===== src/sv/bbfa_pkg.sv =====
`timescale 1ns / 1ps
`default_nettype none
// ----------------------------------------------------------------------------
// bbfa_pkg: shared types and constants
// Codes, widths and controller/datapath command and status words.
// ----------------------------------------------------------------------------
package bbfa_pkg;
   localparam int MaxBlocks  = 1024;
   localparam int WordBits   = 8;
   localparam int MapWords   = MaxBlocks / WordBits;
   localparam int IdxW       = 10;
   localparam int CntW       = 11;
   localparam int AddrW      = 7;
   localparam int LaneW      = 3;

   localparam logic [1:0] OP_ALLOC   = 2'd0;
   localparam logic [1:0] OP_RELEASE = 2'd1;
   localparam logic [1:0] OP_TEST    = 2'd2;
   localparam logic [1:0] OP_CLEAR   = 2'd3;

   typedef struct packed {
      logic load;      // capture request, reset scan position
      logic scan;      // examine one block of the map
      logic scan_end;  // close the last run
      logic mark;      // write one block at the walk position
      logic mark_val;  // value written by mark
      logic wipe;      // zero one map word
      logic finish;    // drive result
   } cmd_type;

   typedef struct packed {
      logic [1:0] op;
      logic       scan_done;
      logic       walk_done;
      logic       wipe_done;
      logic       found;
      logic       fit_ok;
   } stat_type;
endpackage
`default_nettype wire


===== src/sv/bbfa_datapath.sv =====
`timescale 1ns / 1ps
`default_nettype none
// ----------------------------------------------------------------------------
// bbfa_datapath: map store and run tracker
// Bit-addressed walk over the word store, best-fit bookkeeping, result regs.
// ----------------------------------------------------------------------------
module bbfa_datapath (
   input  wire                           clock,
   input  wire                           reset,
   input  wire                           csr_write,
   input  wire [bbfa_pkg::CntW-1:0]      csr_data,
   input  wire [1:0]                     req_operation,
   input  wire [bbfa_pkg::IdxW-1:0]      req_block_index,
   input  wire [bbfa_pkg::CntW-1:0]      req_block_total,
   input  wire bbfa_pkg::cmd_type        cmd,
   output bbfa_pkg::stat_type            stat,
   output logic                          rsp_valid,
   output logic                          rsp_success,
   output logic [bbfa_pkg::IdxW-1:0]     rsp_start_block,
   output logic                          rsp_bit_used
);
   logic [bbfa_pkg::WordBits-1:0] map_mem [bbfa_pkg::MapWords];
   logic [bbfa_pkg::MapWords-1:0] map_vld_ff;
   logic [bbfa_pkg::CntW-1:0] len_ff, len_in;
   logic [1:0] op_ff;
   logic [bbfa_pkg::IdxW-1:0] idx_ff;
   logic [bbfa_pkg::CntW-1:0] cnt_ff;
   logic [bbfa_pkg::CntW-1:0] pos_ff, pos_in;
   logic [bbfa_pkg::CntW-1:0] run_start_ff, run_size_ff;
   logic [bbfa_pkg::CntW-1:0] pick_start_ff, pick_size_ff;
   logic found_ff, in_run_ff;
   logic [bbfa_pkg::CntW-1:0] walk_ff;
   logic [bbfa_pkg::AddrW-1:0] wipe_ff;
   logic [bbfa_pkg::WordBits-1:0] rd_data_ff;
   logic rd_vld_ff;
   logic [bbfa_pkg::WordBits-1:0] rd_word, wr_word;
   logic [bbfa_pkg::AddrW-1:0] rd_addr, fetch_addr;
   logic [bbfa_pkg::LaneW-1:0] rd_lane;
   logic [bbfa_pkg::CntW-1:0] bit_pos;
   logic cur_bit, close_run, fits, mark_en;
   logic [bbfa_pkg::CntW-1:0] run_len;
   logic [bbfa_pkg::CntW:0] rel_pos;

   assign len_in = (csr_data > bbfa_pkg::CntW'(bbfa_pkg::MaxBlocks))
      ? bbfa_pkg::CntW'(bbfa_pkg::MaxBlocks) : csr_data;

   // walk position: scan uses pos, mark uses start + walk
   always_comb begin
      rel_pos = '0;
      if (cmd.scan) begin
         bit_pos = pos_ff;
      end else if (op_ff == bbfa_pkg::OP_ALLOC) begin
         bit_pos = pick_start_ff + walk_ff;
      end else if (op_ff == bbfa_pkg::OP_RELEASE) begin
         rel_pos = {2'b00, idx_ff} + {1'b0, walk_ff};
         bit_pos = rel_pos[bbfa_pkg::CntW-1:0];
      end else begin
         bit_pos = {1'b0, idx_ff};
      end
   end
   assign rd_addr = bit_pos[bbfa_pkg::IdxW-1:bbfa_pkg::LaneW];
   assign rd_lane = bit_pos[bbfa_pkg::LaneW-1:0];
   // prefetch the next scan word while scanning, else the word at the walk position
   assign fetch_addr = cmd.scan ? pos_in[bbfa_pkg::IdxW-1:bbfa_pkg::LaneW] : rd_addr;
   assign rd_word = rd_vld_ff ? rd_data_ff : '0;
   assign cur_bit = rd_word[rd_lane];

   always_comb begin
      wr_word = rd_word;
      wr_word[rd_lane] = cmd.mark_val;
   end
   assign mark_en = cmd.mark && !rel_pos[bbfa_pkg::CntW] && (bit_pos < len_ff);

   assign close_run = (cmd.scan && cur_bit && in_run_ff) || (cmd.scan_end && in_run_ff);
   assign run_len = run_size_ff;
   assign fits = (run_len >= cnt_ff) && (!found_ff || run_len < pick_size_ff);

   always_ff @(posedge clock) begin
      rd_data_ff <= map_mem[fetch_addr];
      rd_vld_ff <= map_vld_ff[fetch_addr];
      if (mark_en) begin
         map_mem[rd_addr] <= wr_word;
      end
      if (cmd.wipe) begin
         map_mem[wipe_ff] <= '0;
      end
   end

   always_ff @(posedge clock) begin
      if (reset) begin
         map_vld_ff <= '0;
         len_ff <= bbfa_pkg::CntW'(bbfa_pkg::MaxBlocks);
         rsp_valid <= 1'b0;
      end else begin
         if (csr_write) len_ff <= len_in;
         if (mark_en) map_vld_ff[rd_addr] <= 1'b1;
         if (cmd.wipe) map_vld_ff[wipe_ff] <= 1'b0;
         rsp_valid <= cmd.finish;
      end
   end

   always_ff @(posedge clock) begin
      pos_ff <= pos_in;
      if (cmd.load) begin
         op_ff <= req_operation;
         idx_ff <= req_block_index;
         cnt_ff <= req_block_total;
         found_ff <= 1'b0;
         in_run_ff <= 1'b0;
         run_size_ff <= '0;
         walk_ff <= '0;
         wipe_ff <= '0;
         pick_start_ff <= '0;
         pick_size_ff <= '0;
      end else begin
         if (close_run && fits) begin
            found_ff <= 1'b1;
            pick_start_ff <= run_start_ff;
            pick_size_ff <= run_len;
         end
         if (cmd.scan) begin
            if (cur_bit) begin
               in_run_ff <= 1'b0;
            end else begin
               if (!in_run_ff) begin
                  run_start_ff <= pos_ff;
                  run_size_ff <= bbfa_pkg::CntW'(1);
               end else begin
                  run_size_ff <= run_size_ff + 1'b1;
               end
               in_run_ff <= 1'b1;
            end
         end
         if (cmd.scan_end) in_run_ff <= 1'b0;
         if (cmd.mark) walk_ff <= walk_ff + 1'b1;
         if (cmd.wipe) wipe_ff <= wipe_ff + 1'b1;
      end
      if (cmd.finish) begin
         rsp_success <= (op_ff != bbfa_pkg::OP_ALLOC) || found_ff;
         rsp_start_block <= (op_ff == bbfa_pkg::OP_ALLOC && found_ff)
            ? pick_start_ff[bbfa_pkg::IdxW-1:0] : '0;
         rsp_bit_used <= (op_ff == bbfa_pkg::OP_TEST) && ({1'b0, idx_ff} < len_ff) && cur_bit;
      end
   end

   always_comb begin
      pos_in = pos_ff;
      if (cmd.load) pos_in = '0;
      else if (cmd.scan) pos_in = pos_ff + 1'b1;
   end

   assign stat.op = op_ff;
   assign stat.scan_done = (pos_ff >= len_ff);
   assign stat.walk_done = (walk_ff >= cnt_ff);
   assign stat.wipe_done = (wipe_ff == bbfa_pkg::AddrW'(bbfa_pkg::MapWords - 1));
   assign stat.found = found_ff;
   assign stat.fit_ok = (cnt_ff != '0) && (cnt_ff <= len_ff);
endmodule
`default_nettype wire


===== src/sv/bbfa_control.sv =====
`timescale 1ns / 1ps
`default_nettype none
// ----------------------------------------------------------------------------
// bbfa_control: operation sequencer
// Steps the datapath through scan, mark, wipe and respond phases.
// ----------------------------------------------------------------------------
module bbfa_control (
   input  wire                     clock,
   input  wire                     reset,
   input  wire                     req_start,
   output logic                    busy,
   input  wire bbfa_pkg::stat_type stat,
   output bbfa_pkg::cmd_type       cmd
);
   localparam logic [2:0] S_IDLE    = 3'd0;
   localparam logic [2:0] S_DISP    = 3'd1;
   localparam logic [2:0] S_SCAN    = 3'd2;
   localparam logic [2:0] S_MARK    = 3'd3;
   localparam logic [2:0] S_WIPE    = 3'd4;
   localparam logic [2:0] S_DONE    = 3'd5;
   localparam logic [2:0] S_MARK_RD = 3'd6;

   logic [2:0] state_ff, state_in;

   assign busy = (state_ff != S_IDLE);

   always_comb begin
      state_in = state_ff;
      cmd = '0;
      case (state_ff)
         S_IDLE: begin
            if (req_start) begin
               cmd.load = 1'b1;
               state_in = S_DISP;
            end
         end
         S_DISP: begin
            case (stat.op)
               bbfa_pkg::OP_ALLOC:   state_in = stat.fit_ok ? S_SCAN : S_DONE;
               bbfa_pkg::OP_RELEASE: state_in = S_MARK_RD;
               bbfa_pkg::OP_CLEAR:   state_in = S_WIPE;
               default:              state_in = S_DONE;
            endcase
         end
         S_SCAN: begin
            if (stat.scan_done) begin
               cmd.scan_end = 1'b1;
               state_in = S_MARK_RD;
            end else begin
               cmd.scan = 1'b1;
            end
         end
         S_MARK_RD: begin
            if (stat.walk_done || (stat.op == bbfa_pkg::OP_ALLOC && !stat.found)) begin
               state_in = S_DONE;
            end else begin
               state_in = S_MARK;
            end
         end
         S_MARK: begin
            cmd.mark = 1'b1;
            cmd.mark_val = (stat.op == bbfa_pkg::OP_ALLOC);
            state_in = S_MARK_RD;
         end
         S_WIPE: begin
            cmd.wipe = 1'b1;
            if (stat.wipe_done) state_in = S_DONE;
         end
         S_DONE: begin
            cmd.finish = 1'b1;
            state_in = S_IDLE;
         end
         default: state_in = S_IDLE;
      endcase
   end

   always_ff @(posedge clock) begin
      if (reset) state_ff <= S_IDLE;
      else state_ff <= state_in;
   end

   a_one_finish: assert property (@(posedge clock) disable iff (reset)
      cmd.finish |=> !cmd.finish) else $error("finish repeated");
   a_load_idle: assert property (@(posedge clock) disable iff (reset)
      cmd.load |-> !busy) else $error("load while busy");
   a_finish_idle: assert property (@(posedge clock) disable iff (reset)
      cmd.finish |=> !busy) else $error("not idle after finish");
endmodule
`default_nettype wire


===== src/sv/bitmap_best_fit_allocator.sv =====
`timescale 1ns / 1ps
`default_nettype none
// ----------------------------------------------------------------------------
// bitmap_best_fit_allocator: best-fit block allocator over a used-block map
// Usage: raise req_start with operation, index and total while busy is low;
// the word is taken at that edge and busy rises. One result word appears
// on the rsp_ ports for a single cycle, marked by rsp_valid; the receiver
// cannot stall it. An allocate scans the map one bit a cycle up to the block
// count (held to at most 1024), then reads and sets each bit of the chosen
// run, skipping this if no run fits; a rejected allocate and a test only
// respond; a release reads and clears each bit from index on that lies below
// the block count; clear zeroes one map word a cycle. Busy falls at the edge
// that raises rsp_valid, so the next word can be taken at the edge after; one
// operation is in flight. csr_write loads block_count; the user must write it
// only while idle, as the block does not enforce it; values above 1024 act as
// 1024. Reset clears the map and sets block_count to 1024.
// ----------------------------------------------------------------------------
module bitmap_best_fit_allocator (
   input  wire                          clock,
   input  wire                          reset,
   input  wire                          csr_write,
   input  wire [bbfa_pkg::CntW-1:0]     csr_data,
   input  wire                          req_start,
   output logic                         busy,
   input  wire [1:0]                    req_operation,
   input  wire [bbfa_pkg::IdxW-1:0]     req_block_index,
   input  wire [bbfa_pkg::CntW-1:0]     req_block_total,
   output logic                         rsp_valid,
   output logic                         rsp_success,
   output logic [bbfa_pkg::IdxW-1:0]    rsp_start_block,
   output logic                         rsp_bit_used
);
   bbfa_pkg::cmd_type  cmd;
   bbfa_pkg::stat_type stat;

   bbfa_control u_ctrl (
      .clock(clock), .reset(reset), .req_start(req_start), .busy(busy),
      .stat(stat), .cmd(cmd)
   );

   bbfa_datapath u_dp (
      .clock(clock), .reset(reset), .csr_write(csr_write), .csr_data(csr_data),
      .req_operation(req_operation), .req_block_index(req_block_index),
      .req_block_total(req_block_total), .cmd(cmd), .stat(stat),
      .rsp_valid(rsp_valid), .rsp_success(rsp_success),
      .rsp_start_block(rsp_start_block), .rsp_bit_used(rsp_bit_used)
   );
endmodule
`default_nettype wire


===== config.mk =====
export PLATFORM = sky130hd
export DESIGN_NAME = bitmap_best_fit_allocator
export DESIGN_NICKNAME = d
export VERILOG_FILES = /design/src/sv/bbfa_pkg.sv /design/src/sv/bbfa_datapath.sv /design/src/sv/bbfa_control.sv /design/src/sv/bitmap_best_fit_allocator.sv
export SDC_FILE = /design/constraint.sdc
export NUM_CORES = 2
export LEC_CHECK = 0
export ABC_AREA = 1
export BUFFER_PORTS_ARGS = -buffer_cell sky130_fd_sc_hd__buf_2
export CORE_MARGIN = 5
export CORE_UTILIZATION = 50
export CTS_CLUSTER_SIZE = 24
export DETAILED_ROUTE_END_ITERATION = 10
export PLACE_DENSITY = 0.65
export SETUP_SLACK_MARGIN = 0.2
export SYNTH_ARGS = -nofsm -noshare
export SYNTH_HDL_FRONTEND = slang
export SYNTH_SLANG_ARGS = --single-unit

===== constraint.sdc =====
create_clock -name clock -period 7.8 [get_ports clock]
set_input_delay 0.39 -clock clock [delete_from_list [all_inputs] [get_ports clock]]
set_output_delay 0.39 -clock clock [all_outputs]
set_load 0.01 [all_outputs]

==> summary.txt <==
Status
  • Status: finished, final reports clean

Synth
  • Mux contribution to synthesized area: 0%
  • Syn_nets: ~6000
  • Flops & latches, synth: between 1000 and 1500
  • Cells after Synth: approximately 5800
  • Yosys cell types: 57
  • Seq/Total Area, Yosys: 62.5%
  • Post-Synth Adder-Cell Area: under 10%
  • XOR/XNOR Fraction of Synth Area: less than 1%
  • Largest family of logic cells by synthesized area: simple AND/OR/NAND/NOR gates
  • Synth Cell Area: 58400 um^2
  • Async S/R FF share, synth: 0%
  • Number of flops mapped to enable cells by yosys: approximately 1100
  • Top_reg_cell synth: edfxtp_1
  • Synth Area in Simple Gates: between 20 and 30%
  • Compound-Gate Fraction of Synth Area: around 4.7%
  • Yosys warnings: 0
  • Avg Cell Area, Syn: between 9 and 10 um^2

Drt
  • 1st-iter DRT viols: approximately 5400
  • Vias per std cell: 6.05
  • DR pass1 iterations: 7
  • Via Count: between 40000 and 50000
  • Final WL: ~170000 um
  • DRC viols: 0
  • Avg WL per Cell: around 23 um
  • Final ANT Viol Nets: 0

Floorplanning
  • # rows: between 100 and 150
  • Die Y: 352 um
  • Total I/O pin count: 52
  • Initial Utilization: 50.3%
  • Die area: ~120000 um^2
  • Die Width: roughly 350 um
  • Core Box Area: ~120000 um^2

CTS
  • Clk_lat worst skew: between 700 and 800 ps
  • Total CTS buffers: 136
  • TritonCTS clock tree: built
  • Clk slew on worst S/H paths: around 60 ps
  • Clock Sinks: between 1000 and 1500
  • Clock Tree Buf Depth: 3
  • CTS resizes: 0
  • H-tree depth: 4
  • CTS root buf: clkbuf_16

STA
  • Post-Route Setup TNS: 0 ps
  • Final hold vios: 0
  • Slew margin rel.: 18.8%
  • Peak Freq: ~160 MHz
  • Min Tclk post-route: about 6000 ps
  • Final max-slew violation count: 0
  • Worst Tran Pin Value: between 1000 and 1500 ps
  • Unrepaired setup endpoints after global routing: false
  • Setup Skew: 33.6 ps
  • Final Cycle Share: between 70% and 80%
  • Final setup fails: 0

Critical path
  • R2R cell count: 21
  • Crit path DAT: approximately 6400 ps
  • Worst endpoint required time: roughly 8000 ps
  • CP delay by family, top: simple AND/OR/NAND/NOR gates
  • Max stage delay cell, worst path: nor2_1
  • Critical path class: flop to flop
  • Max FO, Critical Path: 69
  • CP Buf/Inv Count: 3
  • CP Capture Type: flop
  • Startpoint types: flop
  • Stages on the worst setup path: 21
  • Crit-path cells: inv_1 -> ha_1 -> nand2_1 -> nor2_2 -> nand3_1 -> nand2_2 -> inv_2 -> nand3_4 -> nand2_8 -> o21ai_4 -> inv_2 -> ha_1 -> a21oi_1 -> nor2_1 -> a211oi_1 -> o21ai_0 -> a2111oi_2 -> nand3_4 -> nand2_8 -> nand3_2 -> nor2_1
  • Delay of the slowest cell on the worst path: approximately 910 ps

Pwr
  • Switching share of power: a little over two fifths
  • Power Density: approximately 420 nW/um^2
  • Reg power frac: between 30 and 40%
  • Peak VDD IR: just under 0.0008 V
  • P_sw: around 12000 uW
  • P_int: around 15000 uW
  • Clock power share: 23.8%
  • LEAKAGE: approximately 0.024 uW
  • Gate power share: ~42%

Finish
  • NumNets Final: 5875
  • Filler cells: between 10000 and 15000
  • Most frequent cells in the layout: nand3_1, nand2_1, edfxtp_1
  • Layout cell share with drive strength beyond 1: under 10%
  • Area Overhead vs Synth: 10.0%
  • Fin util: approximately 55%
  • Most common cell after layout, fill and taps aside: nand3_1
  • # diodes: 0

GRT
  • Vias in the first global route: about 42000
  • First-pass GRT wire length: roughly 260000 um
  • Initial antenna violation count: 0
  • Aggregate global routing overflow: 0
  • Gr usage total: a little over a quarter
  • Largest net degree at the start of global routing: 224

Placement
  • Placer Congestion: between 0.9 and 1
  • Detail Placement HPWL: between 90000 and 100000 um
  • PortBufs: around 50

Hold path
  • Hold Crit Class: primary input to flop
  • Hold path cells: 3

Flow run
  • MaxCap Viol Count: 0
## repair_timing
item | in CTS | in global routing
hold buffers | 27 | 0
buffers inserted | 0 | 0
endpoints found under the hold margin | 26 | 0
## synthesized netlist by cell type (2+ instances only)
| cell | count | area (um^2) |
|---|---|---|
| a31oi_1 | 4 | 25.0 |
| nand3b_1 | 2 | 15.0 |
| o21ai_2 | 8 | 70.1 |
| o211ai_1 | 9 | 67.6 |
| a21oi_2 | 3 | 26.3 |
| ha_1 | 97 | 1210 |
| o31ai_1 | 2 | 15.0 |
| xor2_1 | 16 | 140 |
| nand3_4 | 10 | 175 |
| nor2_2 | 8 | 50.1 |
| a21o_1 | 3 | 22.5 |
| nand2_1 | 1151 | 4320 |
| edfxtp_1 | 1070 | 32100 |
| nand3_1 | 1699 | 8500 |
| clkinv_1 | 6 | 22.5 |
| clkbuf_1 | 146 | 548 |
| buf_2 | 190 | 951 |
| nor3b_1 | 4 | 30.0 |
| a211oi_1 | 13 | 97.6 |
| nor2_4 | 3 | 33.8 |
| or2_2 | 6 | 37.5 |
| dfxtp_1 | 216 | 4320 |
| a21oi_1 | 212 | 1060 |
| nand2_2 | 7 | 43.8 |
| o21ai_0 | 84 | 420 |
| a221oi_1 | 3 | 26.3 |
| buf_1 | 30 | 113 |
| o21a_1 | 2 | 15.0 |
| nor2_1 | 370 | 1390 |
| buf_4 | 5 | 37.5 |
| o2111ai_1 | 3 | 26.3 |
| inv_2 | 9 | 33.8 |
| o21bai_1 | 96 | 721 |
| nand4_1 | 13 | 81.3 |
| inv_1 | 285 | 1070 |
| buf_6 | 7 | 78.8 |
| fa_1 | 2 | 40.0 |
| nor3_1 | 18 | 90.1 |
| nor4_1 | 11 | 68.8 |
| o41ai_1 | 2 | 17.5 |
| xnor2_1 | 4 | 35.0 |
## worst reg2reg max path, stage by stage, from the launching register on
cell and delay (ps):
dfxtp_1 330, inv_1 100, ha_1 310, nand2_1 90
nor2_2 170, nand3_1 100, nand2_2 130, inv_2 60
nand3_4 410, nand2_8 370, o21ai_4 320, inv_2 130
ha_1 200, a21oi_1 150, nor2_1 60, a211oi_1 150
o21ai_0 110, a2111oi_2 400, nand3_4 180, nand2_8 180
nand3_2 810, nor2_1 940
## cell type report
| type | instances | area [um^2] | area share (%) |
|---|---|---|---|
| Clock buffer | 174 | 3720 | 5.80 |
| Clock inverter | 68 | 637 | 0.992 |
| Inverter | 300 | 1140 | 1.77 |
| Multi-Input combinational cell | 3881 | 19200 | 30.0 |
| Sequential cell | 1286 | 36500 | 56.8 |
| Tap cell | 1524 | 1910 | 2.97 |
| Timing Repair Buffer | 133 | 1120 | 1.74 |
## per-layer routing
metal	GRT usage, %	up-vias	share of wire (%)	wire length [um]
li1	-	20368	-	-
met1	37.4	21502	41	69100
met2	42.9	2254	46	78400
met3	4.56	419	9.0	15300
met4	11.4	2	4.3	7310
met5	0	-	0.029	50
## final timing paths
path | slack (ps) | endpoint | start
worst min register to register | 470 | u_dp.map_vld_ff[57]$_SDFF_PP0_ | u_dp.map_vld_ff[57]$_SDFF_PP0_
worst max-delay path | 1730 | u_dp.map_mem[36][3]$_DFFE_PP_ | u_dp.len_ff[10]$_SDFFE_PP1P_
worst max register to register | 1730 | u_dp.map_mem[36][3]$_DFFE_PP_ | u_dp.len_ff[10]$_SDFFE_PP1P_
worst min-delay path | 50 | u_dp.len_ff[2]$_SDFFE_PP0P_ | csr_data[2]
## power by group through the flow
stage          combinational, uW  sequential [uW]  clock (uW)
5_1_grt                    12200             9120        6780
6_report                   11400             9110        6410
3_3_place_gp               11200             9250           0
2_1_floorplan               6970             9440           0
3_5_place_dp               11200             9250           0
4_1_cts                    11300             9110        6480
## flip-flops by register name, summed over array words and instances (netlist names), 2 cells and up
name / count
u_dp.map_mem: 1024
u_dp.map_vld_ff: 128
u_dp.cnt_ff: 11
u_dp.len_ff: 11
u_dp.pick_size_ff: 11
u_dp.pick_start_ff: 11
u_dp.pos_ff: 11
u_dp.run_len: 11
u_dp.run_start_ff: 11
u_dp.walk_ff: 11
u_dp.idx_ff: 10
u_dp.rsp_start_block: 10
u_dp.rd_data_ff: 8
u_dp.wipe_ff: 7
u_ctrl.state_ff: 3
u_dp.op_ff: 2
## through the flow
step | cells | setup WS [ps] | hold WS (ps) | total power [uW] | instance area [um^2]
after global placement | 7097 | 1900 | 448 | 20400 | 59600
after floorplan | 5845 | 1620 | 437 | 16400 | 58400
after detailed placement | 7097 | 1840 | 457 | 20500 | 59600
after global routing | 7366 | 1460 | 45.4 | 28100 | 64200
final | 7366 | 1730 | 46.8 | 27000 | 64200
after CTS | 7366 | 1850 | 12.2 | 26900 | 64200
## cell families (layout without fill, tap and decap cells)
| logic type | Yosys count | count (layout) |
|---|---|---|
| XOR/XNOR | 20 | 20 |
| adder cells (fa/ha/maj) | 99 | 99 |
| flip-flops | 1286 | 1286 |
| AO/OA/AOI/OAI | 454 | 454 |
| AND/OR/NAND/NOR | 3308 | 3308 |
| buffers and inverters | 678 | 675 |
Power figures use the tool's default switching activity.
